## config.mk

```make
export PLATFORM = sky130hd
export DESIGN_NAME = kth_root_bisection
export DESIGN_NICKNAME = d
export VERILOG_FILES = /design/src/rtl/kthr_pkg.sv /design/src/rtl/kthr_fxmul.sv /design/src/rtl/kth_root_bisection.sv
export VERILOG_INCLUDE_DIRS = /design/src /design/src/rtl
export SDC_FILE = /design/constraint.sdc
export NUM_CORES = 2
export LEC_CHECK = 0
export BUFFER_PORTS_ARGS = -buffer_cell sky130_fd_sc_hd__buf_2
export CORE_ASPECT_RATIO = 2
export CORE_UTILIZATION = 40
export DETAILED_ROUTE_END_ITERATION = 8
export PLACE_DENSITY_LB_ADDON = 0.05
export SLEW_MARGIN = 20
export SYNTH_ARGS = -nofsm -noshare
export SYNTH_HDL_FRONTEND = slang
export SYNTH_SLANG_ARGS = --single-unit
```

## constraint.sdc

```tcl
create_clock -name aclk -period 13.6 [get_ports aclk]
set_input_delay 2.04 -clock aclk [delete_from_list [all_inputs] [get_ports aclk]]
set_output_delay 2.04 -clock aclk [all_outputs]
set_load 0.01 [all_outputs]
```

## src/rtl/assert_macros.svh

```systemverilog
// assertion macros for the rtl files, included by the k-th root top level
`ifndef ASSERT_MACROS_SVH
`define ASSERT_MACROS_SVH

`ifndef ASSERT_OFF

// property checked at every clock edge outside reset
`define ASSERT_CLK(label, clk, rstn, prop, msg) \
    label: assert property (@(posedge clk) disable iff (!(rstn)) (prop)) else $error(msg);

// implication checked at every clock edge outside reset
`define ASSERT_IMPL(label, clk, rstn, ante, cons, msg) \
    label: assert property (@(posedge clk) disable iff (!(rstn)) (ante) |-> (cons)) \
        else $error(msg);

`else

`define ASSERT_CLK(label, clk, rstn, prop, msg)
`define ASSERT_IMPL(label, clk, rstn, ante, cons, msg)

`endif

`endif

```

## src/rtl/kthr_pkg.sv

```systemverilog
// shared types and constants for the k-th root bisection block
package kthr_pkg;

    // width of one partial-product operand half
    localparam int PP_BITS   = 32;
    // operand and full product widths of the shared multiplier
    localparam int OPND_BITS = 2 * PP_BITS;
    localparam int PROD_BITS = 2 * OPND_BITS;
    // width of the tolerance register
    localparam int TOL_BITS  = 33;

    typedef struct packed {
        logic done;
        logic sat;
    } mul_status_t;

endpackage

```

## src/rtl/kthr_fxmul.sv

```systemverilog
// iterative fixed-point multiplier built on one 32x32 partial-product multiplier
module kthr_fxmul #(
    parameter int FRAC_BITS = 32,
    parameter int WORD_BITS = 64
) (
    input  logic                           aclk,
    input  logic                           aresetn,
    input  logic                           start,
    input  logic [kthr_pkg::OPND_BITS-1:0] a,
    input  logic [kthr_pkg::OPND_BITS-1:0] b,
    output logic [WORD_BITS-1:0]           prod,
    output kthr_pkg::mul_status_t          status
);
    import kthr_pkg::*;

    logic [OPND_BITS-1:0] a_reg;
    logic [OPND_BITS-1:0] b_reg;
    logic [2:0]           step_reg;
    logic [OPND_BITS-1:0] pp_reg;
    logic [1:0]           pp_shift_reg;
    logic                 pp_valid_reg;
    logic                 pp_last_reg;
    logic                 done_reg;
    logic [PROD_BITS-1:0] acc_reg;

    logic [PP_BITS-1:0]   a_half;
    logic [PP_BITS-1:0]   b_half;
    logic [OPND_BITS-1:0] pp_next;
    logic [PROD_BITS-1:0] pp_aligned;

    always_comb begin
        a_half  = step_reg[0] ? a_reg[OPND_BITS-1:PP_BITS] : a_reg[PP_BITS-1:0];
        b_half  = step_reg[1] ? b_reg[OPND_BITS-1:PP_BITS] : b_reg[PP_BITS-1:0];
        pp_next = {{PP_BITS{1'b0}}, a_half} * {{PP_BITS{1'b0}}, b_half};
    end

    // place the partial product at its weight
    always_comb begin
        unique case (pp_shift_reg)
            2'd1: pp_aligned = {{PP_BITS{1'b0}}, pp_reg, {PP_BITS{1'b0}}};
            2'd2: pp_aligned = {pp_reg, {OPND_BITS{1'b0}}};
            default: pp_aligned = {{OPND_BITS{1'b0}}, pp_reg};
        endcase
    end

    always_ff @(posedge aclk) begin
        if (!aresetn) begin
            step_reg     <= 3'd4;
            pp_valid_reg <= 1'b0;
            done_reg     <= 1'b0;
        end else begin
            done_reg     <= pp_valid_reg && pp_last_reg;
            pp_valid_reg <= !step_reg[2];
            if (start) begin
                step_reg <= 3'd0;
            end else if (!step_reg[2]) begin
                step_reg <= step_reg + 3'd1;
            end
        end
    end

    always_ff @(posedge aclk) begin
        if (start) begin
            a_reg <= a;
            b_reg <= b;
        end
        pp_reg       <= pp_next;
        pp_shift_reg <= {1'b0, step_reg[0]} + {1'b0, step_reg[1]};
        pp_last_reg  <= (step_reg[1:0] == 2'b11);
        if (start) begin
            acc_reg <= '0;
        end else if (pp_valid_reg) begin
            acc_reg <= acc_reg + pp_aligned;
        end
    end

    assign prod        = acc_reg[FRAC_BITS+WORD_BITS-1:FRAC_BITS];
    assign status.sat  = |acc_reg[PROD_BITS-1:FRAC_BITS+WORD_BITS];
    assign status.done = done_reg;

endmodule

```

## src/rtl/kth_root_bisection.sv

```systemverilog
// k-th root of an unsigned fixed-point radicand by bisection, top level
//
//  channel  | dir | handshake          | payload
//  ---------+-----+--------------------+---------------------------------
//  s_       | in  | s_tvalid/s_tready  | radicand [63:0], degree [68:64]
//  m_       | out | m_tvalid/m_tready  | root [63:0]
//  cfg_     | in  | cfg_we             | tolerance [32:0]
//
// one request runs up to about 64 bisection steps; each step makes up to k passes
// through the shared multiplier, each pass a launch state and then a wait for its four
// 32x32 partial products; a saturated power skips the decide state
// synchronous active-low reset; tolerance resets to 1, no clearing pass
// s_tready is high only while the sequencer is idle; a finished root waits
// in the output register, and a later root waits for it to be taken
module kth_root_bisection #(
    parameter int FRAC_BITS  = 32,
    parameter int INT_BITS   = 32,
    parameter int MAX_DEGREE = 16
) (
    input  logic        aclk,
    input  logic        aresetn,
    input  logic        s_tvalid,
    output logic        s_tready,
    input  logic [71:0] s_tdata,   // radicand [63:0], degree [68:64], zero [71:69]
    output logic        m_tvalid,
    input  logic        m_tready,
    output logic [63:0] m_tdata,   // root [63:0]
    input  logic        cfg_we,
    input  logic [32:0] cfg_wdata  // tolerance [32:0]
);
    import kthr_pkg::*;

    `include "assert_macros.svh"

    // word width of the fixed-point format
    localparam int W  = (INT_BITS + FRAC_BITS >= 64) ? 64 : INT_BITS + FRAC_BITS;
    // width of the degree counter
    localparam int KW = $clog2(MAX_DEGREE + 1);
    // width used for compares against the tolerance
    localparam int CW = (W > TOL_BITS) ? W : TOL_BITS;
    localparam logic [W-1:0] ONE_FX = {{(W-1){1'b0}}, 1'b1} << FRAC_BITS;

    typedef enum logic [7:0] {
        S_IDLE   = 8'b0000_0001,
        S_CHECK  = 8'b0000_0010,
        S_MID    = 8'b0000_0100,
        S_MUL    = 8'b0000_1000,
        S_WAIT   = 8'b0001_0000,
        S_EVAL   = 8'b0010_0000,
        S_DECIDE = 8'b0100_0000,
        S_OUT    = 8'b1000_0000
    } state_t;

    state_t state_reg, state_next;

    logic [TOL_BITS-1:0] tol_reg;
    logic [W-1:0]        n_reg;
    logic [KW-1:0]       k_reg;
    logic [KW-1:0]       i_reg;
    logic [W-1:0]        lo_reg;
    logic [W-1:0]        hi_reg;
    logic [W-1:0]        t_reg;
    logic [W-1:0]        half_reg;
    logic [W-1:0]        p_reg;
    logic                sat_reg;
    logic [W-1:0]        d_reg;
    logic                p_lt_reg;
    logic                m_tvalid_reg;
    logic [63:0]         m_tdata_reg;

    logic [TOL_BITS-1:0] tol_eff;
    logic [CW-1:0]       tol_cmp;
    logic [W-1:0]        width_diff;
    logic                keep_going;
    logic                p_ge_n;
    logic [W-1:0]        resid;
    logic [31:0]         deg_ext;
    logic [31:0]         deg_clamp;
    logic                accept;
    logic                out_free;
    logic                mul_start;
    logic [W-1:0]        mul_prod;
    mul_status_t         mul_stat;

    // zero tolerance behaves as one lsb so the interval always shrinks
    assign tol_eff = (tol_reg == '0) ? {{(TOL_BITS-1){1'b0}}, 1'b1} : tol_reg;
    assign tol_cmp = CW'(tol_eff);

    // interval test: continue while hi > lo and hi - lo > tolerance
    assign width_diff = hi_reg - lo_reg;
    assign keep_going = (hi_reg > lo_reg) && (CW'(width_diff) > tol_cmp);

    // residual magnitude of the power against the radicand
    assign p_ge_n = (p_reg >= n_reg);
    assign resid  = p_ge_n ? (p_reg - n_reg) : (n_reg - p_reg);

    // degrees above the supported maximum are clamped
    assign deg_ext   = {27'd0, s_tdata[68:64]};
    assign deg_clamp = (deg_ext > 32'(MAX_DEGREE)) ? 32'(MAX_DEGREE) : deg_ext;

    assign s_tready  = (state_reg == S_IDLE);
    assign accept    = s_tvalid && s_tready;
    assign out_free  = !m_tvalid_reg || m_tready;
    assign mul_start = (state_reg == S_MUL);

    kthr_fxmul #(
        .FRAC_BITS (FRAC_BITS),
        .WORD_BITS (W)
    ) u_fxmul (
        .aclk    (aclk),
        .aresetn (aresetn),
        .start   (mul_start),
        .a       (OPND_BITS'(p_reg)),
        .b       (OPND_BITS'(t_reg)),
        .prod    (mul_prod),
        .status  (mul_stat)
    );

    // sequencer
    always_comb begin
        state_next = state_reg;
        unique case (state_reg)
            S_IDLE: begin
                if (accept) begin
                    state_next = S_CHECK;
                end
            end
            S_CHECK: begin
                state_next = keep_going ? S_MID : S_OUT;
            end
            S_MID: begin
                state_next = (k_reg == '0) ? S_EVAL : S_MUL;
            end
            S_MUL: begin
                state_next = S_WAIT;
            end
            S_WAIT: begin
                if (mul_stat.done) begin
                    if (mul_stat.sat || (KW'(i_reg + 1'b1) == k_reg)) begin
                        state_next = S_EVAL;
                    end else begin
                        state_next = S_MUL;
                    end
                end
            end
            S_EVAL: begin
                state_next = sat_reg ? S_CHECK : S_DECIDE;
            end
            S_DECIDE: begin
                // within tolerance returns the probe at once
                state_next = (CW'(d_reg) <= tol_cmp) ? S_OUT : S_CHECK;
            end
            S_OUT: begin
                if (out_free) begin
                    state_next = S_IDLE;
                end
            end
            default: begin
                state_next = S_IDLE;
            end
        endcase
    end

    // control state
    always_ff @(posedge aclk) begin
        if (!aresetn) begin
            state_reg    <= S_IDLE;
            tol_reg      <= {{(TOL_BITS-1){1'b0}}, 1'b1};
            m_tvalid_reg <= 1'b0;
        end else begin
            state_reg <= state_next;
            if (cfg_we) begin
                tol_reg <= cfg_wdata;
            end
            if ((state_reg == S_OUT) && out_free) begin
                m_tvalid_reg <= 1'b1;
            end else if (m_tready) begin
                m_tvalid_reg <= 1'b0;
            end
        end
    end

    // datapath registers
    always_ff @(posedge aclk) begin
        unique case (state_reg)
            S_IDLE: begin
                if (accept) begin
                    n_reg  <= s_tdata[W-1:0];
                    k_reg  <= KW'(deg_clamp);
                    lo_reg <= ONE_FX;
                    hi_reg <= s_tdata[W-1:0];
                    // no probe yet: a narrow start returns zero
                    t_reg  <= '0;
                end
            end
            S_CHECK: begin
                half_reg <= width_diff >> 1;
            end
            S_MID: begin
                t_reg   <= lo_reg + half_reg;
                p_reg   <= ONE_FX;
                i_reg   <= '0;
                sat_reg <= 1'b0;
            end
            S_WAIT: begin
                if (mul_stat.done) begin
                    p_reg   <= mul_prod;
                    sat_reg <= mul_stat.sat;
                    i_reg   <= KW'(i_reg + 1'b1);
                end
            end
            S_EVAL: begin
                d_reg    <= resid;
                p_lt_reg <= !p_ge_n;
                // a saturated power counts as too large
                if (sat_reg) begin
                    hi_reg <= t_reg;
                end
            end
            S_DECIDE: begin
                if (CW'(d_reg) > tol_cmp) begin
                    if (p_lt_reg) begin
                        lo_reg <= t_reg;
                    end else begin
                        hi_reg <= t_reg;
                    end
                end
            end
            S_OUT: begin
                if (out_free) begin
                    m_tdata_reg <= 64'(t_reg);
                end
            end
            default: begin
            end
        endcase
    end

    assign m_tvalid = m_tvalid_reg;
    assign m_tdata  = m_tdata_reg;

    // a request is taken only once before the search runs
    `ASSERT_CLK(a_one_accept, aclk, aresetn, accept |=> !s_tready, "second request taken early")
    // multiplier results arrive only while the sequencer waits for them
    `ASSERT_IMPL(a_done_in_wait, aclk, aresetn, mul_stat.done, state_reg == S_WAIT,
        "multiplier result outside wait")
    // the power loop never runs past the degree
    `ASSERT_IMPL(a_pow_bound, aclk, aresetn, state_reg == S_WAIT, i_reg < k_reg,
        "power loop overran degree")

endmodule

```

==> impl_metrics.yaml <==
status:
  status: "completed"
drt:
  drc: 0
  drt_iter0_drc: 3893
  via_per_inst: 5.68
  routed_wl_um: 400000
  wire_per_inst_um: 32.2
  dr.pass1.iters: 5
  antenna_left: 0
  num_vias: 70686
clocking:
  clk_pin_slew_worst_paths_ps: 70
  cts.repair.resized: 0
  cts-root-buf: "clkbuf_16"
  cts_buffers: 89
  cts_sinks: 892
  holdBufCountCts: 0
  post-cts-setup-buffers: 0
  tritoncts: "built"
  clock_latency_ps: 730
  htreeDepth: 3
  clockBufferDepth: 3
global_routing:
  grt_pass1_wl_um: 557000
  grt_pass1_vias: 76761
  grt_overflow: 0
  grt_antenna_before_repair: 17
  grt_usage_pct: 35.9
  grt_max_degree: 68
floorplanning:
  fp.coreArea_um2: 219000
  initial_utilization_pct: 40.3
  die_w_um: 334
  io_pins: 176
  die_y_um: 666
  die-area_um2: 223000
  rows: 243
worst_setup_path:
  cp.required_ps: 14190
  path_max_fanout: 25
  cp_slowest_cell: "a211oi_1"
  path_common_cell: "fa_1"
  startpoint_type: "register"
  cp.arrival_ps: 11710
  slowest_delay_ps: 930
  endpoint_kind: "register"
  critPathKind: "register to register"
power_and_ir_drop:
  p_leak_nw: 42.1
  p_sw_mw: 3.46
  totalPowerFinal_mw: 9.22
  ir_drop_v: 0.000137
  power_frac_comb_pct: 31.6
  p_int_mw: 5.77
  p_clk_share_pct: 30.5
  p_per_area_nw_per_um2: 96.2
  switching_share_pct: 37.5
  power.share.sequential_pct: 37.9
cells_and_area:
  finalCoreUtilization_pct: 43.7
  area_delta_synth_final_pct: 8.59
  final_area_um2: 95800
  nets: 11147
  layout-drive-gt1-share_pct: 7.78
  largest_reg_flops: 128
  final_cells: 12447
synthesis:
  mappedNetlistArea_um2: 88300
  synth_fp_nets: 11174
  avgSynthCellArea_um2: 9.34
  synth_edf_count: 651
  seq_area_frac_synth_pct: 27.6
  yosysUniqueCellTypes: 100
  ys_warn_count: 0
  synthArstFlopShare_pct: 0
  ys_seq_elements: 892
  netlist_instances: 9449
  yosys_most_used_dff: "edfxtp_1"
sta:
  fin_crit_sh_pct: 81.8
  fin_ws_ps: 2480
  max_freq_ghz: 0.0899
  final-setup-viol-count: 0
  rsz0062_at_grt: "no"
  fin_skew_ps: 38.6
  tightest_slew_ps: 1280
  finalHoldViolations: 0
  hold_ws_ps: 472
  timing.slew.headroom_pct: 13.8
  fin_crit_ps: 11120
  fin_tns_setup_ps: 0
  finalMaxSlewViolations: 0
placed_design:
  placement.io_buffers: 172
  gp_congestion: 1.03
  place_area_um2: 92600
  place_ws_ps: 2650
  hpwl_um: 338000
  placedCellCount: 12271
hold_path:
  hold_path_class: "register to register"
flow_run:
  maxCapViolCount: 0
## layout by cell type (no fill, tap or decap), types with 30 or more instances in the layout
master,synthesis,layout
o211ai_1,30,30
buf_2,28,172
nor2_1,1030,1028
a211oi_1,35,35
fa_1,901,901
mux2_2,139,139
edfxtp_1,651,651
nor4_1,47,46
a21oi_1,629,628
nand4_1,162,162
nand2_1,848,846
mux2i_2,0,41
o21ai_0,392,392
buf_4,2,140
a22o_1,69,69
inv_1,1224,1222
a31oi_1,51,50
o21bai_1,103,103
xnor2_1,233,233
and2_1,225,224
mux2i_1,186,134
and3_1,35,35
clkbuf_16,0,91
ha_1,714,713
nor2b_1,78,75
a21o_1,250,250
nand2b_1,62,61
nor3_1,79,78
nand3_1,82,82
dfxtp_1,241,238
o21a_1,49,49
xor2_1,130,130
## kinds of logic after synthesis
group | after synthesis | synth area share, %
compound gates | 1830 | 13.0
mux | 325 | 3.88
flops | 892 | 27.6
fa+ha+maj | 1615 | 30.6
simple gates | 2769 | 14.3
buf+inv | 1655 | 7.09
xor+xnor | 363 | 3.60
## path summary, 6_finish.rpt
| path | startpoint | cells past startpoint | endpoint | slack, ps |
|---|---|---|---|---|
| worst min register to register | u_fxmul.acc_reg[104]$_SDFFE_PP0P_ | 2 | u_fxmul.acc_reg[104]$_SDFFE_PP0P_ | 470 |
| worst max register to register | u_fxmul.step_reg[1]$_SDFFE_PP0N_ | 27 | u_fxmul.pp_reg[58]$_DFF_P_ | 2480 |
| worst max-delay path | u_fxmul.step_reg[1]$_SDFFE_PP0N_ | 27 | u_fxmul.pp_reg[58]$_DFF_P_ | 2480 |
| worst min-delay path | u_fxmul.acc_reg[104]$_SDFFE_PP0P_ | 2 | u_fxmul.acc_reg[104]$_SDFFE_PP0P_ | 470 |
## synth_stat cells (all sizes together), types with 227 or more instances
| cell type | count | share of area [%] |
|---|---|---|
| o21ai | 414 | 2.4 |
| a21oi | 632 | 3.6 |
| nand2 | 848 | 3.6 |
| fa | 901 | 20 |
| and2 | 227 | 1.6 |
| inv | 1225 | 5.2 |
| dfxtp | 241 | 5.5 |
| ha | 714 | 10 |
| a21o | 250 | 2.1 |
| edfxtp | 651 | 22 |
| nor2 | 1032 | 4.4 |
| clkbuf | 385 | 1.6 |
| xnor2 | 233 | 2.3 |
## power groups by stage
stage	logic, mW	clock network (mW)	registers, mW
finish	2.91	2.81	3.49
global route	3.11	2.93	3.50
floorplan	1.85	0	3.39
detailed placement	2.86	0	3.55
global placement	2.85	0	3.55
CTS	2.87	2.86	3.49
## area by class of cell
type | instances | area [um^2]
clock inverters | 56 | 787
inverters | 1225 | 4600
clock buffers | 109 | 2380
well taps | 2940 | 3680
flip-flops and latches | 892 | 24400
diodes | 11 | 27.5
fillers | 21774 | 123000
multi-input cells | 6902 | 58100
repair buffers | 312 | 1910
## routing by layer
metal	up-vias	GRT usage [%]	wire length, um
met5	-	0	64
met4	8	35.9	49200
met3	1125	3.62	13400
met2	2269	69.9	218000
met1	35665	30.8	120000
li1	31619	-	-
## critical path, delay by kind of cell (launching register included)
kind | cells | cell delay (ps)
xor gates and xnor gates | 1 | 120
and+or+nand+nor | 6 | 1160
muxes | 1 | 790
buffers and inverters | 4 | 850
DFF | 1 | 720
adders and majority gates | 9 | 4350
AOI/OAI and AO/OA | 6 | 2840
Note: power is estimated with default switching activity, not from simulation.
